[src/rmq_pkg.sv]
// Shared types and constants for the rotation-matrix-to-quaternion block.
`default_nettype none

package rmq_pkg;

  // Fixed field widths
  localparam int IN_W  = 16;
  localparam int XYZ_W = 16;
  localparam int W_W   = 15;

  // One square-root lane per quaternion component
  localparam int LANES = 4;

  // Input transaction: 3x3 matrix, signed Q1.14, row then column
  typedef struct packed {
    logic signed [IN_W-1:0] r00;
    logic signed [IN_W-1:0] r01;
    logic signed [IN_W-1:0] r02;
    logic signed [IN_W-1:0] r10;
    logic signed [IN_W-1:0] r11;
    logic signed [IN_W-1:0] r12;
    logic signed [IN_W-1:0] r20;
    logic signed [IN_W-1:0] r21;
    logic signed [IN_W-1:0] r22;
  } matrix_t;

  // Output transaction: unit quaternion, Q1.14
  typedef struct packed {
    logic signed [XYZ_W-1:0] quat_x;
    logic signed [XYZ_W-1:0] quat_y;
    logic signed [XYZ_W-1:0] quat_z;
    logic [W_W-1:0]          quat_w;
  } quat_t;

endpackage

`default_nettype wire

[src/rmq_isqrt.sv]
// Pipelined four-lane integer square root, one result bit per stage.
`default_nettype none

module rmq_isqrt #(
  parameter int IN_W  = 29,
  parameter int TAG_W = 3,
  localparam int NB   = (IN_W + 1) / 2
) (
  input  wire logic                                 clk,
  input  wire logic                                 rst,
  input  wire logic                                 in_valid,
  input  wire logic [rmq_pkg::LANES-1:0][IN_W-1:0]  in_val,
  input  wire logic [TAG_W-1:0]                     in_tag,
  output logic                                      out_valid,
  output logic [rmq_pkg::LANES-1:0][NB-1:0]         out_root,
  output logic [TAG_W-1:0]                          out_tag
);

  localparam int LANES = rmq_pkg::LANES;
  localparam int PAD_W = 2 * NB;   // radicand padded to whole bit pairs
  localparam int REM_W = NB + 1;   // remainder stays at or below twice the root
  localparam int SH_W  = NB + 3;   // remainder with the next bit pair appended

  // Stage registers: index s holds the state after step s
  logic [NB-1:0]                          vld_q, vld_n;
  logic [NB-1:0][TAG_W-1:0]               tag_q, tag_n;
  logic [NB-1:0][LANES-1:0][PAD_W-1:0]    val_q, val_n;
  logic [NB-1:0][LANES-1:0][REM_W-1:0]    rem_q, rem_n;
  logic [NB-1:0][LANES-1:0][NB-1:0]       root_q, root_n;

  // Stage inputs: step 0 takes the ports, later steps the previous register
  logic [NB-1:0]                          vld_i;
  logic [NB-1:0][TAG_W-1:0]               tag_i;
  logic [NB-1:0][LANES-1:0][PAD_W-1:0]    val_i;
  logic [NB-1:0][LANES-1:0][REM_W-1:0]    rem_i;
  logic [NB-1:0][LANES-1:0][NB-1:0]       root_i;

  always_comb begin
    vld_i[0] = in_valid;
    tag_i[0] = in_tag;
    for (int l = 0; l < LANES; l++) begin
      val_i[0][l]  = PAD_W'(in_val[l]);
      rem_i[0][l]  = '0;
      root_i[0][l] = '0;
    end
    for (int s = 1; s < NB; s++) begin
      vld_i[s]  = vld_q[s-1];
      tag_i[s]  = tag_q[s-1];
      val_i[s]  = val_q[s-1];
      rem_i[s]  = rem_q[s-1];
      root_i[s] = root_q[s-1];
    end
  end

  // One restoring step per stage: bring down two bits, try root*4+1
  always_comb begin
    logic [SH_W-1:0] sh;
    logic [SH_W-1:0] trial;
    logic [SH_W-1:0] diff;
    logic            ge;
    for (int s = 0; s < NB; s++) begin
      vld_n[s] = vld_i[s];
      tag_n[s] = tag_i[s];
      for (int l = 0; l < LANES; l++) begin
        sh    = {rem_i[s][l], val_i[s][l][PAD_W-1 -: 2]};
        trial = {1'b0, root_i[s][l], 2'b01};
        diff  = sh - trial;
        ge    = (sh >= trial);
        rem_n[s][l]  = ge ? diff[REM_W-1:0] : sh[REM_W-1:0];
        root_n[s][l] = {root_i[s][l][NB-2:0], ge};
        val_n[s][l]  = {val_i[s][l][PAD_W-3:0], 2'b00};
      end
    end
  end

  // Valid bits
  always_ff @(posedge clk) begin
    if (rst) begin
      vld_q <= '0;
    end else begin
      vld_q <= vld_n;
    end
  end

  // Payload, no reset
  always_ff @(posedge clk) begin
    tag_q  <= tag_n;
    val_q  <= val_n;
    rem_q  <= rem_n;
    root_q <= root_n;
  end

  assign out_valid = vld_q[NB-1];
  assign out_root  = root_q[NB-1];
  assign out_tag   = tag_q[NB-1];

endmodule

`default_nettype wire

[src/rotation_matrix_to_quaternion_top.sv]
// Top level: rotation matrix to unit quaternion, fully pipelined.
// A matrix is taken at every clock edge where start is high; busy is always low, so a new
// transaction may enter each cycle. The quaternion appears on result, with done high for
// exactly one cycle, once the transaction has passed a stage that forms the radicands,
// the square-root pipeline, which resolves one root bit per stage in four parallel lanes,
// and a stage that saturates, signs and registers the result. Transactions leave in
// the order they entered, one per cycle at most, and cannot be held off.
`default_nettype none

module rotation_matrix_to_quaternion_top #(
  parameter int FRAC_BITS = 14
) (
  input  wire logic            clk,
  input  wire logic            rst,
  input  wire logic            start,
  output logic                 busy,
  input  wire rmq_pkg::matrix_t matrix,
  output logic                 done,
  output rmq_pkg::quat_t       result
);

  localparam int IN_W  = rmq_pkg::IN_W;
  localparam int XYZ_W = rmq_pkg::XYZ_W;
  localparam int W_W   = rmq_pkg::W_W;
  localparam int LANES = rmq_pkg::LANES;

  // Radicand range: one plus or minus three full-scale inputs
  localparam longint RAD_MAX = (longint'(1) << FRAC_BITS) + 3 * (longint'(1) << (IN_W - 1));
  localparam int RAD_W   = $clog2(RAD_MAX + 1) + 1;
  localparam int MAGN_W  = RAD_W - 1;
  localparam int SQ_IN_W = MAGN_W + FRAC_BITS - 2;
  localparam int SQ_NB   = (SQ_IN_W + 1) / 2;
  localparam int CMP_W   = (SQ_NB > FRAC_BITS) ? SQ_NB : FRAC_BITS + 1;
  localparam int LAT     = SQ_NB + 2;

  // Lane and sign-tag positions
  localparam int LANE_W = 0;
  localparam int LANE_X = 1;
  localparam int LANE_Y = 2;
  localparam int LANE_Z = 3;
  localparam int TAG_W  = 3;
  localparam int TAG_X  = 0;
  localparam int TAG_Y  = 1;
  localparam int TAG_Z  = 2;

  localparam logic signed [RAD_W-1:0] ONE = RAD_W'(longint'(1) << FRAC_BITS);
  localparam logic [CMP_W-1:0] ONE_MAG    = CMP_W'(longint'(1) << FRAC_BITS);

  logic accept;
  assign busy   = 1'b0;
  assign accept = start && !busy;

  // Radicands from the diagonal, signs from the off-diagonal differences
  logic signed [RAD_W-1:0]                 e00, e11, e22;
  logic signed [LANES-1:0][RAD_W-1:0]      rad_c;
  logic [LANES-1:0][SQ_IN_W-1:0]           sq_val_c;
  logic [TAG_W-1:0]                        tag_c;

  assign e00 = RAD_W'(matrix.r00);
  assign e11 = RAD_W'(matrix.r11);
  assign e22 = RAD_W'(matrix.r22);

  always_comb begin
    rad_c[LANE_W] = ONE + e00 + e11 + e22;
    rad_c[LANE_X] = ONE + e00 - e11 - e22;
    rad_c[LANE_Y] = ONE - e00 + e11 - e22;
    rad_c[LANE_Z] = ONE - e00 - e11 + e22;
    // Clamp negative radicands, scale by 2^(FRAC_BITS-2) for the half root
    for (int l = 0; l < LANES; l++) begin
      sq_val_c[l] = rad_c[l][RAD_W-1] ? '0
                    : {rad_c[l][MAGN_W-1:0], {(FRAC_BITS - 2){1'b0}}};
    end
    tag_c[TAG_X] = (matrix.r21 < matrix.r12);
    tag_c[TAG_Y] = (matrix.r02 < matrix.r20);
    tag_c[TAG_Z] = (matrix.r10 < matrix.r01);
  end

  // Stage 1 registers
  logic                          s1_valid;
  logic [LANES-1:0][SQ_IN_W-1:0] s1_val;
  logic [TAG_W-1:0]              s1_tag;

  always_ff @(posedge clk) begin
    if (rst) begin
      s1_valid <= 1'b0;
    end else begin
      s1_valid <= accept;
    end
  end

  always_ff @(posedge clk) begin
    s1_val <= sq_val_c;
    s1_tag <= tag_c;
  end

  // Square-root pipeline
  logic                        sq_valid;
  logic [LANES-1:0][SQ_NB-1:0] sq_root;
  logic [TAG_W-1:0]            sq_tag;

  rmq_isqrt #(
    .IN_W  (SQ_IN_W),
    .TAG_W (TAG_W)
  ) u_sqrt (
    .clk       (clk),
    .rst       (rst),
    .in_valid  (s1_valid),
    .in_val    (s1_val),
    .in_tag    (s1_tag),
    .out_valid (sq_valid),
    .out_root  (sq_root),
    .out_tag   (sq_tag)
  );

  // Saturate to one, apply signs, trim to field widths
  logic [LANES-1:0][CMP_W-1:0] mag_c;
  rmq_pkg::quat_t              quat_c;

  always_comb begin
    for (int l = 0; l < LANES; l++) begin
      mag_c[l] = (CMP_W'(sq_root[l]) > ONE_MAG) ? ONE_MAG : CMP_W'(sq_root[l]);
    end
    quat_c.quat_x = sq_tag[TAG_X] ? XYZ_W'(0) - XYZ_W'(mag_c[LANE_X]) : XYZ_W'(mag_c[LANE_X]);
    quat_c.quat_y = sq_tag[TAG_Y] ? XYZ_W'(0) - XYZ_W'(mag_c[LANE_Y]) : XYZ_W'(mag_c[LANE_Y]);
    quat_c.quat_z = sq_tag[TAG_Z] ? XYZ_W'(0) - XYZ_W'(mag_c[LANE_Z]) : XYZ_W'(mag_c[LANE_Z]);
    quat_c.quat_w = W_W'(mag_c[LANE_W]);
  end

  // Output register
  always_ff @(posedge clk) begin
    if (rst) begin
      done <= 1'b0;
    end else begin
      done <= sq_valid;
    end
  end

  always_ff @(posedge clk) begin
    result <= quat_c;
  end

  // Every accepted transaction yields a result strobe on done
  a_latency_fwd: assert property (@(posedge clk) disable iff (rst)
    accept |-> ##LAT done)
    else $error("accepted transaction produced no result after LAT cycles");

  // No result without a matching earlier accepted transaction
  a_latency_back: assert property (@(posedge clk) disable iff (rst)
    done |-> $past(accept, LAT))
    else $error("result strobe without a matching accepted transaction");

endmodule

`default_nettype wire
[config.mk]
export PLATFORM = sky130hd
export DESIGN_NAME = rotation_matrix_to_quaternion_top
export DESIGN_NICKNAME = d
export VERILOG_FILES = /design/src/rmq_pkg.sv /design/src/rmq_isqrt.sv /design/src/rotation_matrix_to_quaternion_top.sv
export SDC_FILE = /design/constraint.sdc
export NUM_CORES = 2
export LEC_CHECK = 0
export BUFFER_PORTS_ARGS = -buffer_cell sky130_fd_sc_hd__buf_2
export CAP_MARGIN = 20
export CORE_ASPECT_RATIO = 0.5
export CORE_MARGIN = 1.5
export CORE_UTILIZATION = 35
export CTS_BUF_LIST = sky130_fd_sc_hd__clkbuf_4
export DETAILED_ROUTE_END_ITERATION = 8
export GPL_ROUTABILITY_DRIVEN = 0
export PLACE_DENSITY_LB_ADDON = 0.3
export SYNTH_ARGS = -nofsm -noshare
export SYNTH_HDL_FRONTEND = slang
export SYNTH_SLANG_ARGS = --single-unit
[constraint.sdc]
create_clock -name clk -period 6.88 [get_ports clk]
set_clock_uncertainty 0.2 [all_clocks]
set_input_delay 0.344 -clock clk [delete_from_list [all_inputs] [get_ports clk]]
set_output_delay 0.344 -clock clk [all_outputs]
set_load 0.05 [all_outputs]
======== After elaboration in Yosys (flattened, before gate mapping) ========
Cells that the tools add are included.
W data, S select, Z words.
word-level totals
  flip-flop bits (word level) ............. 2,404
  input bits .............................. 147
operators by class
  add/subtract/negate cells ............... 69
  magnitude comparators ................... 67
  multiplexer cells ....................... 62
operators by type and width
  cell              count
  $mux W16          52
  $mux W15          6
  $ge A18 B10 Y1    4
  $ge A18 B11 Y1    4
  $ge A18 B12 Y1    4
  $ge A18 B13 Y1    4
  $ge A18 B14 Y1    4
  $ge A18 B15 Y1    4
  $ge A18 B16 Y1    4
  $ge A18 B3 Y1     4
  $ge A18 B4 Y1     4
  $ge A18 B5 Y1     4
  $ge A18 B6 Y1     4
  $ge A18 B7 Y1     4
  $ge A18 B8 Y1     4
  $ge A18 B9 Y1     4
  $sub A16 B10 Y16  4
  $sub A16 B11 Y16  4
  $sub A16 B12 Y16  4
  $sub A16 B13 Y16  4
  $sub A16 B14 Y16  4
  $sub A16 B15 Y16  4
  $sub A16 B3 Y16   4
  $sub A16 B4 Y16   4
  other kinds (17)  52

======== Depth between registers and ports, before layout ========
  depth after elaboration ................. 4
  gate-level depth with buffers ........... 18

======== By module ========
From an unflattened synthesis, not the netlist that was laid out.
second synthesis, totals
  cells, all modules ...................... 8,455
  area total of the unflattened synthesis .. 87,601.5 µm²
modules (own cells, without submodules)
  module                             instances  cells an instance  area an instance (µm²)  sequential area each (µm²)
  rmq_isqrt                          1          7,223              76,802.4                43,802.0
  rotation_matrix_to_quaternion_top  1          1,232              10,799.1                2,722.6

======== Least setup slack after synthesis ========
OpenSTA, ideal clock, no wires.
  kind .................................... input to register
  start point ............................. in matrix[137] (netlist name)
  end point ............................... reg s1_val[77] (netlist name)
  arrival time ............................ 3.727 ns
  path slack .............................. 2.836 ns
  stages on the path ...................... 16
  buffers on the path ..................... 2
  cells stage by stage .................... or4_1 > or2_2 > nor2_1 > xor2_1 > fa_1 > inv_1 > ha_1 > clkbuf_1 > a21o_1 > a21oi_1 > o21ai_0 > a21o_1 > o221ai_1 > xnor2_1 > buf_2 > nor2_1
between the ends
  cells in the longest elaborated chain, start to end .. 3
ends and longest elaborated chain
  what                    line                                     source
  start: declaration      rotation_matrix_to_quaternion_top.sv:17  input wire rmq_pkg::matrix_t matrix,
  $sub A16 B16 Y17        rotation_matrix_to_quaternion_top.sv:66  rad_c[LANE_Y] = ONE - e00 + e11 - e22;
  $add A17 B16 Y18        rotation_matrix_to_quaternion_top.sv:66
  $sub A18 B16 Y18        rotation_matrix_to_quaternion_top.sv:66
  end signal: assignment  rotation_matrix_to_quaternion_top.sv:92  s1_val <= sq_val_c;
  end: declaration        rotation_matrix_to_quaternion_top.sv:80  logic [LANES-1:0][SQ_IN_W-1:0] s1_val;
No other way between the ends.
A chain may end at the register's enable or synchronous reset.

======== Final worst setup path ========
  start point ............................. in matrix[130] (netlist name)
  end point ............................... reg s1_val[114] (netlist name)
between the ends
  cells in the longest elaborated chain, start to end .. 3
ends and longest elaborated chain
  what              line                                     source
  $sub A16 B16 Y17  rotation_matrix_to_quaternion_top.sv:67  rad_c[LANE_Z] = ONE - e00 - e11 + e22;
  $sub A17 B16 Y18  rotation_matrix_to_quaternion_top.sv:67
  $add A18 B16 Y18  rotation_matrix_to_quaternion_top.sv:67
No other way between the ends.

==> metrics.yaml <==
place:
  place_hpwl_um: 105000
  port_buffers: 210
power_and_ir_drop:
  netSwitchingFraction: 0.350
  leakagePower_nw: 39.3
  power_density_mw_per_mm2: 453
  switchingPower_mw: 13.3
  intPower_mw: 24.6
  power_frac_clock: 0.216
  comb_power_share: 0.349
  vdd_drop_max_uv: 157
  pwr-share-seq: 0.435
synth:
  yosysWarnings: 0
  yosysSeqAreaShare: 0.483
  ys.flop_type: "dfxtp_1"
  synth_area_per_cell_um2: 9.90
  ys_types: 97
  synth-seq-cells: 1752
  synth_area_mm2: 0.0725
  synth_top_area_share: 0.483
  async_flop_share: 0
  synthTopCellsByArea: "dfxtp_1 (48%), ha_1 (11%), xnor2_1 (4.0%)"
  syn_inst: 7327
  yosys.area.top_type: "dfxtp_1"
  synth-edff-count: 0
min_path:
  hold_path_class: "register to register"
clock_network:
  postCtsSetupRepairBufs: 0
  cts.path.max_buffers: 4
  numCtsBuffers: 407
  cts_tree: "built"
  insertion_delay_ns: 1.14
  cts-root-buf: "clkbuf_4"
  htreeDepth: 5
  clock_sinks: 1752
  path_clk_slew_ns: 0.07
sta:
  slew_viol_final: 0
  rsz0062_at_grt: "no"
  holdWs_ns: 0.0804
  fmax_ghz: 0.201
  slew_headroom: 0.368
  worst_slew_pin_slew_ns: 0.925
  setup_tns_ns: 0
  setup_violations: 0
  finalHoldViolations: 0
  fin_crit_sh: 0.722
  period_needed_ns: 4.97
setup_path:
  crit_fanout: 6
  critPathKind: "primary input to register"
  endpoint_kind: "register"
  worstPathRequired_ns: 7.74
  critPathLaunchType: "primary input"
  reg2reg_setup_slack_ns: 3.30
  critPathArrivalTime_ns: 5.83
die:
  initial_core_util: 0.354
  rows: 117
  die_h_um: 325
  dieArea_mm2: 0.210
  coreArea_mm2: 0.205
  die_w_um: 647
  pin_count: 212
finish:
  drive_gt1_frac: 0.121
  syn_to_final_growth_pct: 15.3
  final_nets: 8882
  fillCellCount: 20200
route:
  wl_um: 139000
  drt_iter0_drc: 2103
  num_vias: 49700
  drcViolationCount: 0
  drtPass1Iterations: 7
  wl_per_cell_um: 12.5
  antenna_left: 0
  via_per_inst: 4.49
global_route:
  first_global_vias: 49200
  grt_pass1_wl_um: 234000
  grt.total_usage: 0.131
  antenna_found_initial: 24
  grt_overflow: 0
  grt_max_degree: 25
run:
  drv_cap: 0
run_status:
  status: "finished, final reports clean"
logic make-up (layout without fill, tap and decap cells):
kind of cell,after synthesis,in the layout,share of synthesized area
XOR/XNOR,618,618,0.0748
adder cells (fa/ha/maj),701,701,0.130
AND/OR/NAND/NOR,1918,1918,0.131
buffers and inverters,836,1827,0.0439
multiplexers,116,116,0.0176
other,1,14,0.0000517
AO/OA/AOI/OAI,1385,1385,0.119
flip-flops,1752,1752,0.483
layer usage:
layer | routed length, µm | part of all wire | global-route usage | up-vias
met3 | 5300 | 0.038 | 0.0272 | 306
li1 | - | - | - | 26500
met2 | 60000 | 0.43 | 0.207 | 730
met5 | 58 | 0.00042 | 0 | -
met4 | 3930 | 0.028 | 0.0501 | 8
met1 | 69500 | 0.50 | 0.174 | 22200
per-stage QoR:
stage                     std cells   util  cell area [µm²]  power, mW  setup WS, ns
after floorplan                7331      -            72600       26.5          2.84
after global placement        10200  0.375            76700       29.5          2.15
after detailed placement      10200  0.375            76700       29.7          2.14
after CTS                     11100  0.409            83600       38.4          2.12
after global routing          11100  0.409            83600       41.1          1.67
final                         11100  0.409            83600       37.9          1.91
area by class of cell:
class	count	area [µm²]	area share
Clock inverter	119	831	0.00993
Clock buffer	578	4340	0.0519
Antenna cell	9	22.5	0.000269
Inverter	737	2770	0.0331
Tap cell	2737	3420	0.0409
Sequential cell	1752	35100	0.419
Timing Repair Buffer	393	2860	0.0342
Multi-Input combinational cell	4743	34300	0.410
power groups by stage:
| stage | Sequential (mW) | Combinational (mW) | Clock, mW |
|---|---|---|---|
| floorplan | 16.4 | 10.1 | 0 |
| CTS | 16.5 | 13.3 | 8.58 |
| detailed placement | 16.7 | 12.9 | 0 |
| global route | 16.9 | 15.0 | 9.14 |
| global placement | 16.7 | 12.8 | 0 |
| finish | 16.5 | 13.2 | 8.19 |
cell usage after synthesis, drive strengths merged (12+ instances only):
cell type  number
clkbuf         67
nor2b         152
nor4           89
nand4          45
mux2           94
a211oi         24
a2111oi        23
nand3          84
nand3b         16
or2            35
o31ai          45
o211ai         12
a21o          152
o21ai         371
xnor2         333
mux2i          22
a211o          12
a21boi         25
nand2b        117
and3           39
o21a          148
xor2          285
fa             89
o21bai         39
or3            61
buf            32
a21oi         397
a41oi          12
ha            612
and2           21
a31oi          35
dfxtp        1752
nand2         454
or4            34
nor2          514
inv           737
nor3          204
worst max-delay path, stage by stage:
cell	delay (ns)
dlygate4sd3_1	0.57
buf_2	0.18
nor3_1	0.40
nand2_1	0.23
or2_2	0.39
o41ai_1	0.24
o21ai_0	0.24
fa_1	0.40
inv_1	0.07
ha_1	0.28
a21oi_1	0.28
dlygate4sd3_1	0.59
nand2_1	0.08
dlygate4sd3_1	0.56
a2111oi_1	0.37
dlygate4sd3_1	0.59
what timing repair did:
item / 4_1_cts / 5_1_grt
hold endpoints to repair: 88 / 0
resized for setup: 0 / 0
hold buffers: 171 / 0
setup endpoints to repair: 0 / 0
cells in the final DEF (no fill, tap or decap), types with 16 or more instances in the layout:
master         count
a2111oi_0         20
or4_1             33
o21a_1           148
dfxtp_1         1752
nand4_1           45
nand2_1          454
nor3_1           200
fa_1              89
buf_2            210
xnor2_1          331
a211oi_1          23
dlygate4sd3_1    171
nor2b_1          152
o21bai_1          39
o21ai_0          366
nand2b_1         117
a21boi_0          25
mux2_2            94
clkinv_1          76
or3_1             60
and3_1            39
inv_1            733
clkbuf_4         578
clkinv_2          16
nand3b_1          16
nor4_1            86
a31oi_1           35
a21oi_1          397
or2_2             33
mux2i_1           22
o31ai_1           44
xor2_1           285
ha_1             612
a21o_1           152
nor2_1           513
nand3_1           84
and2_1            20
flip-flops by register name, indices dropped and copies added, names as in the netlist:
name and cells:
u_sqrt.rem_i 788, u_sqrt.root_i 420, u_sqrt.val_i 288, s1_val 68, result 63, u_sqrt.out_root 60, u_sqrt.tag_i 42, u_sqrt.vld_q 15
s1_tag 3, u_sqrt.out_tag 3, done 1, s1_valid 1
worst paths after layout:
check,from,endpoint,cells after the start
setup reg to reg,u_sqrt.root_i[795],u_sqrt.rem_i[917],12
hold / removal,u_sqrt.root_i[833],u_sqrt.root_i[894],0
hold reg to reg,u_sqrt.root_i[833],u_sqrt.root_i[894],0
setup / recovery,matrix[130],s1_val[114],16
Note: power is estimated with default switching activity, not from simulation.
